--- src/hdl/lkv_pkg.sv ---
`timescale 1ns / 1ps

package lkv_pkg;

  localparam int ENTRIES = 16;
  localparam int IDX_W   = $clog2(ENTRIES);
  localparam int RANK_W  = IDX_W;
  localparam int CNT_W   = $clog2(ENTRIES + 1);
  localparam int KEY_W   = 32;
  localparam int VAL_W   = 32;
  localparam int CAP_W   = 5;
  localparam int CMP_W   = (CAP_W > CNT_W) ? CAP_W : CNT_W;

  localparam logic [CAP_W-1:0] CAP_RESET  = 5'd16;
  localparam logic [VAL_W-1:0] MISS_VALUE = '1;

  localparam logic OP_GET = 1'b0;
  localparam logic OP_PUT = 1'b1;

  typedef enum logic [2:0] {
    ST_IDLE,
    ST_SCAN,
    ST_DECIDE,
    ST_UPDATE,
    ST_DONE
  } state_e;

endpackage

--- src/hdl/lkv_if.sv ---
`timescale 1ns / 1ps

interface lkv_req_if;
  logic                             valid;
  logic                             ready;
  logic                             operation;
  logic signed [lkv_pkg::KEY_W-1:0] key;
  logic signed [lkv_pkg::VAL_W-1:0] value;

  modport source (output valid, output operation, output key, output value, input ready);
  modport sink   (input valid, input operation, input key, input value, output ready);
endinterface

interface lkv_rsp_if;
  logic                             valid;
  logic                             ready;
  logic                             hit;
  logic signed [lkv_pkg::VAL_W-1:0] read_value;

  modport source (output valid, output hit, output read_value, input ready);
  modport sink   (input valid, input hit, input read_value, output ready);
endinterface

interface lkv_cfg_if;
  logic                      valid;
  logic                      ready;
  logic [lkv_pkg::CAP_W-1:0] data;

  modport source (output valid, output data, input ready);
  modport sink   (input valid, input data, output ready);
endinterface

--- src/hdl/lru_key_value_cache.sv ---
`timescale 1ns / 1ps
// channel   dir  handshake     word
// req_i     in   valid/ready   operation, key, value
// rsp_o     out  valid/ready   hit, read_value
// cfg_i     in   valid/ready   data (capacity, always ready)
//
// words are handled one at a time, from the accept through these steps back to idle:
// the key scan walks the key ram through its single read port, one entry a cycle,
// then the decide, update and response load steps follow, in that order.
// reset clears valid bits, ranks and occupancy at once; key and value rams are not cleared.
// a response waiting on rsp_o holds the block in its last step, the next word is taken after.

module lru_key_value_cache (
  input  logic       clk_i,
  input  logic       rst_ni,
  lkv_req_if.sink    req_i,
  lkv_rsp_if.source  rsp_o,
  lkv_cfg_if.sink    cfg_i
);

  localparam int IDX_W  = lkv_pkg::IDX_W;
  localparam int RANK_W = lkv_pkg::RANK_W;
  localparam int CNT_W  = lkv_pkg::CNT_W;
  localparam int CMP_W  = lkv_pkg::CMP_W;

  lkv_pkg::state_e state_q, state_d;

  logic [lkv_pkg::CAP_W-1:0] cap_q;
  logic [CNT_W-1:0]          occ_q, occ_d;
  logic [lkv_pkg::ENTRIES-1:0] valid_q, valid_d;
  logic [RANK_W-1:0]         rank_q [lkv_pkg::ENTRIES];
  logic [RANK_W-1:0]         rank_d [lkv_pkg::ENTRIES];

  logic                      op_q;
  logic [lkv_pkg::KEY_W-1:0] key_q;
  logic [lkv_pkg::VAL_W-1:0] val_q;

  logic [CNT_W-1:0] cnt_q, cnt_d;
  logic             cmp_vld_q, cmp_vld_d;
  logic [IDX_W-1:0] cmp_idx_q, cmp_idx_d;

  logic              found_q, found_d;
  logic [IDX_W-1:0]  hit_slot_q, hit_slot_d;
  logic              any_q, any_d;
  logic [RANK_W-1:0] best_q, best_d;
  logic [IDX_W-1:0]  old_slot_q, old_slot_d;
  logic              free_found_q, free_found_d;
  logic [IDX_W-1:0]  free_slot_q, free_slot_d;

  logic                      pend_hit_q, pend_hit_d;
  logic [lkv_pkg::VAL_W-1:0] pend_val_q, pend_val_d;
  logic                      rsp_valid_q, rsp_valid_d;
  logic                      rsp_hit_q, rsp_hit_d;
  logic [lkv_pkg::VAL_W-1:0] rsp_val_q, rsp_val_d;

  logic                      req_fire;
  logic                      rsp_free;
  logic                      scan_last;
  logic                      evict;
  logic [CMP_W-1:0]          cap_ext, eff_cap;
  logic [IDX_W-1:0]          tgt_slot;

  logic                      key_we, val_we, load_rsp, do_update;
  logic [lkv_pkg::KEY_W-1:0] key_rdata;
  logic [lkv_pkg::VAL_W-1:0] val_rdata;

  assign req_fire  = req_i.valid && req_i.ready;
  assign rsp_free  = !rsp_valid_q || rsp_o.ready;
  assign scan_last = (cnt_q == CNT_W'(lkv_pkg::ENTRIES));

  // capacity zero acts as one, above the table size it saturates
  assign cap_ext = CMP_W'(cap_q);
  assign eff_cap = (cap_ext == '0) ? CMP_W'(1) :
                   ((cap_ext > CMP_W'(lkv_pkg::ENTRIES)) ? CMP_W'(lkv_pkg::ENTRIES) : cap_ext);
  assign evict   = (CMP_W'(occ_q) >= eff_cap) && (occ_q != '0);
  assign tgt_slot = found_q ? hit_slot_q : (evict ? old_slot_q : free_slot_q);

  lkv_ram #(
    .WIDTH (lkv_pkg::KEY_W),
    .DEPTH (lkv_pkg::ENTRIES)
  ) u_key_ram (
    .clk_i   (clk_i),
    .we_i    (key_we),
    .waddr_i (tgt_slot),
    .wdata_i (key_q),
    .raddr_i (cnt_q[IDX_W-1:0]),
    .rdata_o (key_rdata)
  );

  lkv_ram #(
    .WIDTH (lkv_pkg::VAL_W),
    .DEPTH (lkv_pkg::ENTRIES)
  ) u_val_ram (
    .clk_i   (clk_i),
    .we_i    (val_we),
    .waddr_i (tgt_slot),
    .wdata_i (val_q),
    .raddr_i (hit_slot_q),
    .rdata_o (val_rdata)
  );

  // next state
  always_comb begin
    state_d = state_q;
    unique case (state_q)
      lkv_pkg::ST_IDLE: begin
        if (req_fire) state_d = lkv_pkg::ST_SCAN;
      end
      lkv_pkg::ST_SCAN: begin
        if (scan_last) state_d = lkv_pkg::ST_DECIDE;
      end
      lkv_pkg::ST_DECIDE: state_d = lkv_pkg::ST_UPDATE;
      lkv_pkg::ST_UPDATE: state_d = lkv_pkg::ST_DONE;
      lkv_pkg::ST_DONE: begin
        if (rsp_free) state_d = lkv_pkg::ST_IDLE;
      end
      default: state_d = lkv_pkg::ST_IDLE;
    endcase
  end

  // control outputs
  always_comb begin
    req_i.ready = 1'b0;
    key_we      = 1'b0;
    val_we      = 1'b0;
    do_update   = 1'b0;
    load_rsp    = 1'b0;
    unique case (state_q)
      lkv_pkg::ST_IDLE: req_i.ready = 1'b1;
      lkv_pkg::ST_SCAN, lkv_pkg::ST_DECIDE: ;
      lkv_pkg::ST_UPDATE: begin
        do_update = 1'b1;
        key_we    = (op_q == lkv_pkg::OP_PUT) && !found_q;
        val_we    = (op_q == lkv_pkg::OP_PUT);
      end
      lkv_pkg::ST_DONE: load_rsp = rsp_free;
      default: ;
    endcase
  end

  // scan datapath: one key compare and one rank compare per cycle
  always_comb begin
    logic cur_valid;
    logic match;
    cnt_d        = cnt_q;
    cmp_vld_d    = 1'b0;
    cmp_idx_d    = cmp_idx_q;
    found_d      = found_q;
    hit_slot_d   = hit_slot_q;
    any_d        = any_q;
    best_d       = best_q;
    old_slot_d   = old_slot_q;
    free_found_d = free_found_q;
    free_slot_d  = free_slot_q;
    cur_valid    = valid_q[cmp_idx_q];
    match        = cur_valid && (key_rdata == key_q);

    if (req_fire) begin
      cnt_d        = '0;
      found_d      = 1'b0;
      any_d        = 1'b0;
      free_found_d = 1'b0;
    end else if (state_q == lkv_pkg::ST_SCAN) begin
      if (!scan_last) begin
        cmp_vld_d = 1'b1;
        cmp_idx_d = cnt_q[IDX_W-1:0];
        cnt_d     = cnt_q + CNT_W'(1);
      end
      if (cmp_vld_q) begin
        if (match && !found_q) begin
          found_d    = 1'b1;
          hit_slot_d = cmp_idx_q;
        end
        if (cur_valid && (!any_q || (rank_q[cmp_idx_q] > best_q))) begin
          any_d      = 1'b1;
          best_d     = rank_q[cmp_idx_q];
          old_slot_d = cmp_idx_q;
        end
        if (!cur_valid && !free_found_q) begin
          free_found_d = 1'b1;
          free_slot_d  = cmp_idx_q;
        end
      end
    end
  end

  // state update and response
  always_comb begin
    logic [RANK_W-1:0] tgt_rank;
    logic              insert;
    valid_d     = valid_q;
    occ_d       = occ_q;
    rank_d      = rank_q;
    pend_hit_d  = pend_hit_q;
    pend_val_d  = pend_val_q;
    rsp_valid_d = rsp_valid_q;
    rsp_hit_d   = rsp_hit_q;
    rsp_val_d   = rsp_val_q;
    tgt_rank    = rank_q[tgt_slot];
    insert      = (op_q == lkv_pkg::OP_PUT) && !found_q && !evict;

    if (do_update) begin
      pend_hit_d = found_q;
      if (op_q == lkv_pkg::OP_GET) begin
        pend_val_d = found_q ? val_rdata : lkv_pkg::MISS_VALUE;
      end else begin
        pend_val_d = '0;
      end
      if (insert) begin
        for (int i = 0; i < lkv_pkg::ENTRIES; i++) begin
          if (valid_q[i]) rank_d[i] = rank_q[i] + RANK_W'(1);
        end
        rank_d[tgt_slot]  = '0;
        valid_d[tgt_slot] = 1'b1;
        occ_d             = occ_q + CNT_W'(1);
      end else if (found_q || (op_q == lkv_pkg::OP_PUT)) begin
        // move to front: younger entries age by one
        for (int i = 0; i < lkv_pkg::ENTRIES; i++) begin
          if (valid_q[i] && (IDX_W'(i) != tgt_slot) && (rank_q[i] < tgt_rank)) begin
            rank_d[i] = rank_q[i] + RANK_W'(1);
          end
        end
        rank_d[tgt_slot] = '0;
      end
    end

    if (rsp_o.valid && rsp_o.ready) rsp_valid_d = 1'b0;
    if (load_rsp) begin
      rsp_valid_d = 1'b1;
      rsp_hit_d   = pend_hit_q;
      rsp_val_d   = pend_val_q;
    end
  end

  always_ff @(posedge clk_i or negedge rst_ni) begin
    if (!rst_ni) begin
      state_q      <= lkv_pkg::ST_IDLE;
      cap_q        <= lkv_pkg::CAP_RESET;
      occ_q        <= '0;
      valid_q      <= '0;
      rank_q       <= '{default: '0};
      cnt_q        <= '0;
      cmp_vld_q    <= 1'b0;
      found_q      <= 1'b0;
      any_q        <= 1'b0;
      free_found_q <= 1'b0;
      rsp_valid_q  <= 1'b0;
    end else begin
      state_q      <= state_d;
      if (cfg_i.valid && cfg_i.ready) cap_q <= cfg_i.data;
      occ_q        <= occ_d;
      valid_q      <= valid_d;
      rank_q       <= rank_d;
      cnt_q        <= cnt_d;
      cmp_vld_q    <= cmp_vld_d;
      found_q      <= found_d;
      any_q        <= any_d;
      free_found_q <= free_found_d;
      rsp_valid_q  <= rsp_valid_d;
    end
  end

  always_ff @(posedge clk_i) begin
    if (req_fire) begin
      op_q  <= req_i.operation;
      key_q <= req_i.key;
      val_q <= req_i.value;
    end
    cmp_idx_q   <= cmp_idx_d;
    hit_slot_q  <= hit_slot_d;
    best_q      <= best_d;
    old_slot_q  <= old_slot_d;
    free_slot_q <= free_slot_d;
    pend_hit_q  <= pend_hit_d;
    pend_val_q  <= pend_val_d;
    rsp_hit_q   <= rsp_hit_d;
    rsp_val_q   <= rsp_val_d;
  end

  assign cfg_i.ready      = 1'b1;
  assign rsp_o.valid      = rsp_valid_q;
  assign rsp_o.hit        = rsp_hit_q;
  assign rsp_o.read_value = rsp_val_q;

  a_occ_matches_valid: assert property (
    @(posedge clk_i) disable iff (!rst_ni)
    $countones(valid_q) == occ_q
  ) else $error("occupancy does not match valid bits");

  a_insert_has_free: assert property (
    @(posedge clk_i) disable iff (!rst_ni)
    (state_q == lkv_pkg::ST_UPDATE && op_q == lkv_pkg::OP_PUT && !found_q && !evict)
      |-> free_found_q
  ) else $error("insert without a free slot");

  a_load_shows_rsp: assert property (
    @(posedge clk_i) disable iff (!rst_ni)
    (state_q == lkv_pkg::ST_DONE && rsp_free) |=> (rsp_o.valid && state_q == lkv_pkg::ST_IDLE)
  ) else $error("response not presented after completion");

endmodule

--- src/hdl/lkv_ram.sv ---
`timescale 1ns / 1ps

module lkv_ram #(
  parameter int WIDTH = 32,
  parameter int DEPTH = 16
) (
  input  logic                     clk_i,
  input  logic                     we_i,
  input  logic [$clog2(DEPTH)-1:0] waddr_i,
  input  logic [WIDTH-1:0]         wdata_i,
  input  logic [$clog2(DEPTH)-1:0] raddr_i,
  output logic [WIDTH-1:0]         rdata_o
);

  logic [WIDTH-1:0] mem_q [DEPTH];
  logic [WIDTH-1:0] rdata_q;

  always_ff @(posedge clk_i) begin
    if (we_i) begin
      mem_q[waddr_i] <= wdata_i;
    end
    rdata_q <= mem_q[raddr_i];
  end

  assign rdata_o = rdata_q;

endmodule

--- src/flat_wrapper.sv ---
// flat-port wrapper written by rule: the top's interface ports become plain ports
module lru_key_value_cache_flat 
  (clk_i, rst_ni, req_i_valid, req_i_operation, req_i_key, req_i_value, req_i_ready, rsp_o_valid, rsp_o_hit, rsp_o_read_value, rsp_o_ready, cfg_i_valid, cfg_i_data, cfg_i_ready);
  lkv_req_if req_i_i ();
  lkv_rsp_if rsp_o_i ();
  lkv_cfg_if cfg_i_i ();
  input  logic clk_i;
  input  logic rst_ni;
  input wire logic [$bits(req_i_i.valid)-1:0] req_i_valid;
  input wire logic [$bits(req_i_i.operation)-1:0] req_i_operation;
  input wire logic [$bits(req_i_i.key)-1:0] req_i_key;
  input wire logic [$bits(req_i_i.value)-1:0] req_i_value;
  output wire logic [$bits(req_i_i.ready)-1:0] req_i_ready;
  output wire logic [$bits(rsp_o_i.valid)-1:0] rsp_o_valid;
  output wire logic [$bits(rsp_o_i.hit)-1:0] rsp_o_hit;
  output wire logic [$bits(rsp_o_i.read_value)-1:0] rsp_o_read_value;
  input wire logic [$bits(rsp_o_i.ready)-1:0] rsp_o_ready;
  input wire logic [$bits(cfg_i_i.valid)-1:0] cfg_i_valid;
  input wire logic [$bits(cfg_i_i.data)-1:0] cfg_i_data;
  output wire logic [$bits(cfg_i_i.ready)-1:0] cfg_i_ready;
  assign req_i_i.valid = req_i_valid;
  assign req_i_i.operation = req_i_operation;
  assign req_i_i.key = req_i_key;
  assign req_i_i.value = req_i_value;
  assign req_i_ready = req_i_i.ready;
  assign rsp_o_valid = rsp_o_i.valid;
  assign rsp_o_hit = rsp_o_i.hit;
  assign rsp_o_read_value = rsp_o_i.read_value;
  assign rsp_o_i.ready = rsp_o_ready;
  assign cfg_i_i.valid = cfg_i_valid;
  assign cfg_i_i.data = cfg_i_data;
  assign cfg_i_ready = cfg_i_i.ready;
  lru_key_value_cache u_core (.clk_i(clk_i), .rst_ni(rst_ni), .req_i(req_i_i), .rsp_o(rsp_o_i), .cfg_i(cfg_i_i));
endmodule
--- config.mk ---
export PLATFORM = sky130hd
export DESIGN_NAME = lru_key_value_cache_flat
export DESIGN_NICKNAME = d
export VERILOG_FILES = /design/src/hdl/lkv_pkg.sv /design/src/hdl/lkv_if.sv /design/src/hdl/lru_key_value_cache.sv /design/src/hdl/lkv_ram.sv /design/src/flat_wrapper.sv
export SDC_FILE = /design/constraint.sdc
export NUM_CORES = 1
export LEC_CHECK = 0
export ABC_CLOCK_PERIOD_IN_PS = 5500
export BUFFER_PORTS_ARGS = -buffer_cell sky130_fd_sc_hd__buf_2
export CORE_ASPECT_RATIO = 2
export CORE_MARGIN = 3
export CORE_UTILIZATION = 56
export CTS_CLUSTER_DIAMETER = 200
export CTS_CLUSTER_SIZE = 8
export DETAILED_ROUTE_END_ITERATION = 10
export HOLD_SLACK_MARGIN = 0.02
export PLACE_DENSITY = 0.79
export SYNTH_ARGS = -nofsm -noshare
export SYNTH_HDL_FRONTEND = slang
export SYNTH_SLANG_ARGS = --single-unit
--- constraint.sdc ---
create_clock -name clk_i -period 5.5 [get_ports clk_i]
set_input_delay 0.825 -clock clk_i [delete_from_list [all_inputs] [get_ports clk_i]]
set_output_delay 0.825 -clock clk_i [all_outputs]
set_load 0.02 [all_outputs]
* Word level (Yosys, flattened, before mapping)
Memories as Yosys holds them, arrays and structs flattened. A register that Yosys moved wholly into a read port is not among the register bits.
Index checks and enable logic that the tools add are counted.
** Operators by class
- Divide/modulo/power cells :: 0
- Multiplexer cells :: 164
- Order comparisons :: 25
- Add/subtract/negate cells :: 18
- Bitwise logic cells :: 8
- Eq/ne operators :: 25
- Reduce and logical (&&, ||, !) cells :: 74
- Shift-type cells :: 0
- $mul :: 0
** Operators with widths (count)
- two-way mux 4 bit :: 119
- bitwise AND 64 bit :: 2
- two-way mux 64 bit :: 2
- adder 4 x 1 -> 4 bit (second input constant) :: 16
- less-than comparator 4 bit :: 16
- NOT 64 bit :: 1
- logical AND 1 bit :: 43
- binary-select mux 4 bit (select 4 bit) :: 2
- == test 32 bit :: 1
- two-way mux 32 bit :: 1
- != test 4 bit (first input constant) :: 8
- two-way mux 1 bit :: 28
- two-way mux 5 bit :: 5
- demux 4 bit (select 4 bit) :: 1
- != test 3 x 4 -> 1 bit (first input constant) :: 4
- OR 16 bit :: 1
- case mux 3 bit (5 select lines) :: 1
- AND reduction 3 bit :: 5
- nonzero test 2 bit :: 7
- AND reduction 4 bit :: 3
- adder 5 x 1 -> 5 bit (second input constant) :: 2
- greater-or-equal comparator 5 bit (second input constant) :: 2
- less-than comparator 4 x 5 -> 1 bit (second input constant) :: 2
- NOT 4 -> 5 bit :: 2
- 23 further kinds :: 40
** Storage, ports and cells
- Memories kept :: 2
- Input bits :: 75
- Register bits after elaboration :: 254
- Output and inout bits :: 36
- Bits in read-only memories :: 0
- Latch bits :: 0
- Word-level logic and storage cells :: 354
- Memory bits (writable) :: 1024
** Memories
- u_core.u_key_ram.mem_q :: depth 16, width 32, rd ports 1, clocked after memory_dff 1, wr ports 1, RTL line lkv_ram.sv:15 : logic [WIDTH-1:0] mem_q [DEPTH];
- u_core.u_val_ram.mem_q :: depth 16, width 32, rd ports 1, clocked after memory_dff 1, wr ports 1, RTL line lkv_ram.sv:15

* Longest topological paths before layout
- Depth in word-level cells :: 20
- Gate-level depth with buffers :: 23
- Gate-level depth less buffers :: 21

* By module
A second synthesis with hierarchy kept.
** Unflattened totals
- Cells, all modules :: 3066
- Area total of the unflattened synthesis :: 54432.2 sq um
** Modules (own cells, without submodules)
- lkv_ram (u_core.u_val_ram) :: area an instance 19836.5 sq um, seq. area each 16015.4 sq um, instances 1, cells each 838
- lkv_ram (u_core.u_key_ram) :: area an instance 19835.3 sq um, seq. area each 16015.4 sq um, instances 1, cells each 838
- lru_key_value_cache :: area an instance 14760.4 sq um, seq. area each 7113.1 sq um, instances 1, cells each 1390

* Worst setup path after synthesis
Ideal clock, no wire load.
- Kind :: flip-flop to flip-flop
- Start point :: reg u_core.cap_q, in the netlist u_core.cap_ext[1]
- End point :: reg u_core.rank_q[30] in the netlist's numbering
- Arrival time :: 5.762 ns
- Period minus slack after synthesis :: 5.832 ns
- Library setup time :: 0.070 ns
- Stages on the path, launching flop included :: 22
- Setup slack :: -0.332 ns
- Buffers on the path :: 3
- Required time :: 5.430 ns
- Cells stage by stage :: dfrtp_1 -> nor3_1 -> nor2_1 -> nor2_1 -> ha_1 -> nand2b_1 -> a31o_2 -> a21oi_4 -> o311a_1 -> clkbuf_1 -> clkbuf_1 -> buf_1 -> nand3_1 -> and3_1 -> o31ai_1 -> ha_1 -> a211oi_1 -> nand3_1 -> o41ai_2 -> o21bai_1 -> or4_1 -> nand3_1
** On the way
- Longest elaborated chain between the ends :: 20
- Elaborated cells on any way between the ends :: 34
- Classes of those cells :: order compare (5); eq/ne (1); mux (15); bitwise (4); reduce/logical (9)
** Ends and longest elaborated chain
- start: declaration :: RTL line lru_key_value_cache.sv:28 : logic [lkv_pkg::CAP_W-1:0] cap_q;
- start signal: assignment :: RTL line lru_key_value_cache.sv:238 : cap_q <= lkv_pkg::CAP_RESET;
- start signal: assignment :: RTL line lru_key_value_cache.sv:250 : if (cfg_i.valid && cfg_i.ready) cap_q <= cfg_i.data;
- greater-than comparator 5 bit :: RTL line lru_key_value_cache.sv:74 : ((cap_ext > CMP_W'(lkv_pkg::ENTRIES)) ? CMP_W'(lkv_pkg::ENTRIES) : cap_ext);
- two-way mux 5 bit :: RTL line lru_key_value_cache.sv:74
- two-way mux 5 bit (*) :: RTL line lru_key_value_cache.sv:73 : assign eff_cap = (cap_ext == '0) ? CMP_W'(1) :
- greater-or-equal comparator 5 bit (*) :: RTL line lru_key_value_cache.sv:75 : assign evict = (CMP_W'(occ_q) >= eff_cap) && (occ_q != '0);
- logical AND 1 bit (*) :: RTL line lru_key_value_cache.sv:75
- two-way mux 4 bit (2 in series) :: RTL line lru_key_value_cache.sv:76 : assign tgt_slot = found_q ? hit_slot_q : (evict ? old_slot_q : free_slot_q);
- NOT 4 -> 5 bit (implied by the code) :: RTL line lru_key_value_cache.sv:199, lru_key_value_cache.sv:213, lru_key_value_cache.sv:223
- binary-select mux 4 bit (select 4 bit) :: RTL line lru_key_value_cache.sv:199 : tgt_rank = rank_q[tgt_slot];
- (+3 left out)
- logical AND 1 bit :: RTL line lru_key_value_cache.sv:219 : if (valid_q[i] && (IDX_W'(i) != tgt_slot) && (rank_q[i] < tgt_rank)) begin
- two-way mux 4 bit :: RTL line lru_key_value_cache.sv:219
- two-way mux 4 bit :: RTL line lru_key_value_cache.sv:216 : end else if (found_q || (op_q == lkv_pkg::OP_PUT)) begin
- two-way mux 4 bit :: RTL line lru_key_value_cache.sv:209 : if (insert) begin
- two-way mux 4 bit :: RTL line lru_key_value_cache.sv:202 : if (do_update) begin
- bitwise AND 64 bit (no source line)
- two-way mux 64 bit :: RTL line lru_key_value_cache.sv:216
- two-way mux 64 bit :: RTL line lru_key_value_cache.sv:209
- end signal: assignment :: RTL line lru_key_value_cache.sv:253 : rank_q <= rank_d;
- end: declaration :: RTL line lru_key_value_cache.sv:31 : logic [RANK_W-1:0] rank_q [lkv_pkg::ENTRIES];
Mark *: on every way between the ends. The rest lies on a longest branch, timed or not. The select of a mux whose other input is x is not followed.
A chain may end at the register's enable or synchronous reset.

* Final worst setup path
- Start point :: reg u_core.cap_q, in the netlist u_core.cap_ext[4]
- End point :: reg u_core.rank_q[14] in the netlist's numbering
Same word-level chain as after synthesis.

==> results.md <==
- Routed Antenna Nets: 0
- Initial Util: 0.568
- Vias in the first global route: 32.6k
- IO Count: 111
- CTS tree: done
- Yosys top cell by area: edfxtp_1
- Row Count: 160
- Post-synth ARST share: 0.0768
- Pins Over Slew Limit: 0
- GRT Util Overall: 0.294
- Number of enable flip-flop cells after synthesis: 1175
- Worst r2r path cells: 19
- Post-DP Area: 56900 um2
- Residual DRC: 0
- Avg Inst Size Synth: 18.9 um2
- Via density: 6.84
- Synth cell types: 83
- Drt wl/cell: 32.1 um
- Hpwl dp: 78600 um
- Post-Layout Cell Count: 4497
- Setup TNS Final: 0 ns
- Most frequent cells in the layout: edfxtp_1 (1175), mux4_2 (345), clkbuf_16 (185)
- Commonest non-fill, non-tap cell in the layout: edfxtp_1
- Final Cycle Share: 0.958
- Crit path kind: reg -> reg
- Synth Flop Type: edfxtp_1
- Initial antenna violation count: 3
- First drt pass iteration count: 6
- Clock buffer depth: 3
- Iter 0 DRT Violations: 3835
- Mapped cell area: 54200 um2
- Min Hold Slack: 0.131 ns
- Layout cell share with drive strength beyond 1: 0.257
- DP Cell Count: 4154
- Mapped Cells: 2876
- Syn nets: 3028
- CTS Hold Buffers Added: 0
- Port bufs: 109
- Max-Cap Viols: 0
- Chip height: 446 um
- Die ar.: 101000 um2
- Final Hold Viols: 0
- Top cells by area, synth: edfxtp_1 (65%), mux4_2 (14%), dfrtp_1 (4.7%)
- Worst Path Arrival: 5.97 ns
- Core outline area: 95500 um2
- Total Power: 26.9 mW
- Rel. slew slack: 0.251
- Fmax: 190 MHz
- Clock input transition at the sequential cells of the worst setup and hold paths: 0.06 ns
- HP Class: in -> async
- Place WS: 0.207 ns
- Area growth from synthesis to layout: 15.1%
- Vias: 30.8k
- Largest net degree at the start of global routing: 104
- Final core area utilization: 0.654
- Worst-margin pin slew: 1.12 ns
- First-pass GRT wire length: 214000 um
- Synth warn: 0
- Gp weighted congestion: 0.955
- Die W: 226 um
- Clk_skew: 0.0541 ns
- CP startpoint kind: register
- Clock latency at the later pin of the worst-skew pair: 0.80 ns
- GRT overflow: 0
- Final worst setup slack: 0.229 ns
- RSZ-0062 raised after global routing: false
- Setup Viol. Count Final: 0
- Htree depth: 4
- Status: finished clean
- Tmin final: 5.27 ns
- Yosys top cell area share: 0.651
- Clock root cell: clkbuf_16
- Crit Path Max Fanout: 19
- Yosys reg bits: 1342
- Clock sink count: 1342
- CTS buffer count: 185
- Seq/Total Area, Yosys: 0.722
- Critical path required time: 6.20 ns
- Pwr dens: 432 nW/um2
- Leakage: 20.8 nW
- Crit end category: register
- Nets: 3280
- Final Instance Area: 62400 um2
- Final WL: 144000 um
- Max IR drop VDD: 0.652 mV
critical path: stages, from the launching register on:
cell	delay (ns)
dfstp_2	0.53
inv_1	0.09
ha_1	0.34
a21oi_1	0.34
nor2_2	0.19
a2111oi_4	0.47
nor2_2	0.10
buf_4	0.21
nand2_1	0.09
nand3_1	0.07
and3_1	0.21
o31ai_2	0.31
buf_12	0.22
ha_1	0.27
a211oi_1	0.37
nand3_1	0.19
o41ai_4	0.33
o21bai_1	0.22
or4_1	0.53
nand3_1	0.10
final timing paths:
path,slack [ns],endpoint,startpoint
setup / recovery,0.23,u_core.rank_q[14],u_core.cap_ext[4]
hold / removal,0.13,u_core.rank_q[23],rst_ni
setup reg to reg,0.23,u_core.rank_q[14],u_core.cap_ext[4]
hold reg to reg,0.41,u_core.rsp_o.hit,u_core.pend_hit_q
max in group asynchronous,4.12,u_core.occ_q[4],rst_ni
min in group clk_i,0.20,u_core.val_q[30],req_i_value[30]
metal layers:
layer  track usage  vias up  wire length (um)
li1              -    12300                 -
met4         0.163        4              8730
met3        0.0627      581             11700
met2         0.506     2139             76400
met5             0        -                23
met1         0.343    15700             47400
Yosys cell counts (all sizes together), types with 9 or more instances:
cell and n:
mux2i 19, clkbuf 98, edfxtp 1175, a31o 9, a32oi 10, inv 77
o41ai 13, buf 47, a22o 13, o31ai 14, a21oi 82, and3 16
a211oi 13, nand4 31, o21bai 14, o211ai 44, nand2 144, nor3 23
nor2 102, nand3 81, nor4 13, o21ai 53, or4 11, o2bb2ai 10
a21o 17, xor2 33, ha 77, xnor2 14, a211o 14, mux4 345
dfrtp 102, nor2b 13, dfxtp 64
cell families (layout without fill, tap and decap cells):
logic type | after synthesis | after routing | synth area share
xor+xnor | 47 | 47 | 0.00759
other cells | 1 | 2 | 0.0000691
flops | 1342 | 1342 | 0.722
compound gates | 359 | 359 | 0.0483
mux | 369 | 369 | 0.148
simple gates | 459 | 459 | 0.0410
buf+inv | 222 | 627 | 0.0158
fa+ha+maj | 77 | 77 | 0.0178
final cells by class:
| cell class | count | area [um2] |
|---|---|---|
| antenna | 1 | 2.50 |
| clock buffer | 325 | 5160 |
| clock inverter | 15 | 347 |
| fill | 5793 | 33100 |
| inverter | 77 | 292 |
| multi-input combinational | 1312 | 14500 |
| sequential | 1342 | 39200 |
| tap | 1215 | 1520 |
| timing repair buffer | 210 | 1410 |
power by group:
| group | internal, mW | switching (mW) |
|---|---|---|
| sequential | 11.6 | 0.736 |
| clock | 6.36 | 4.34 |
| combinational | 1.89 | 2.00 |
| total | 19.9 | 7.08 |
registers in the layout (all words and copies together), names as in the netlist, 5 cells and up:
signal / cells
u_core.valid_q: 16
u_core.u_key_ram.rdata_o: 32
u_core.key_q: 32
u_core.u_key_ram.mem_q: 512
u_core.val_q: 32
u_core.rank_q: 64
u_core.rsp_o.read_value: 32
u_core.u_val_ram.mem_q: 512
u_core.occ_q: 5
u_core.pend_val_q: 32
u_core.u_val_ram.rdata_o: 32
u_core.cnt_q: 5
u_core.cap_ext: 5
repair_timing:
| item | 4_1_cts | 5_1_grt |
|---|---|---|
| gates resized for setup | 0 | 2 |
| setup endpoints to repair | 0 | 23 |
| buffers inserted | 0 | 2 |
(Power assumes the default switching activity.)
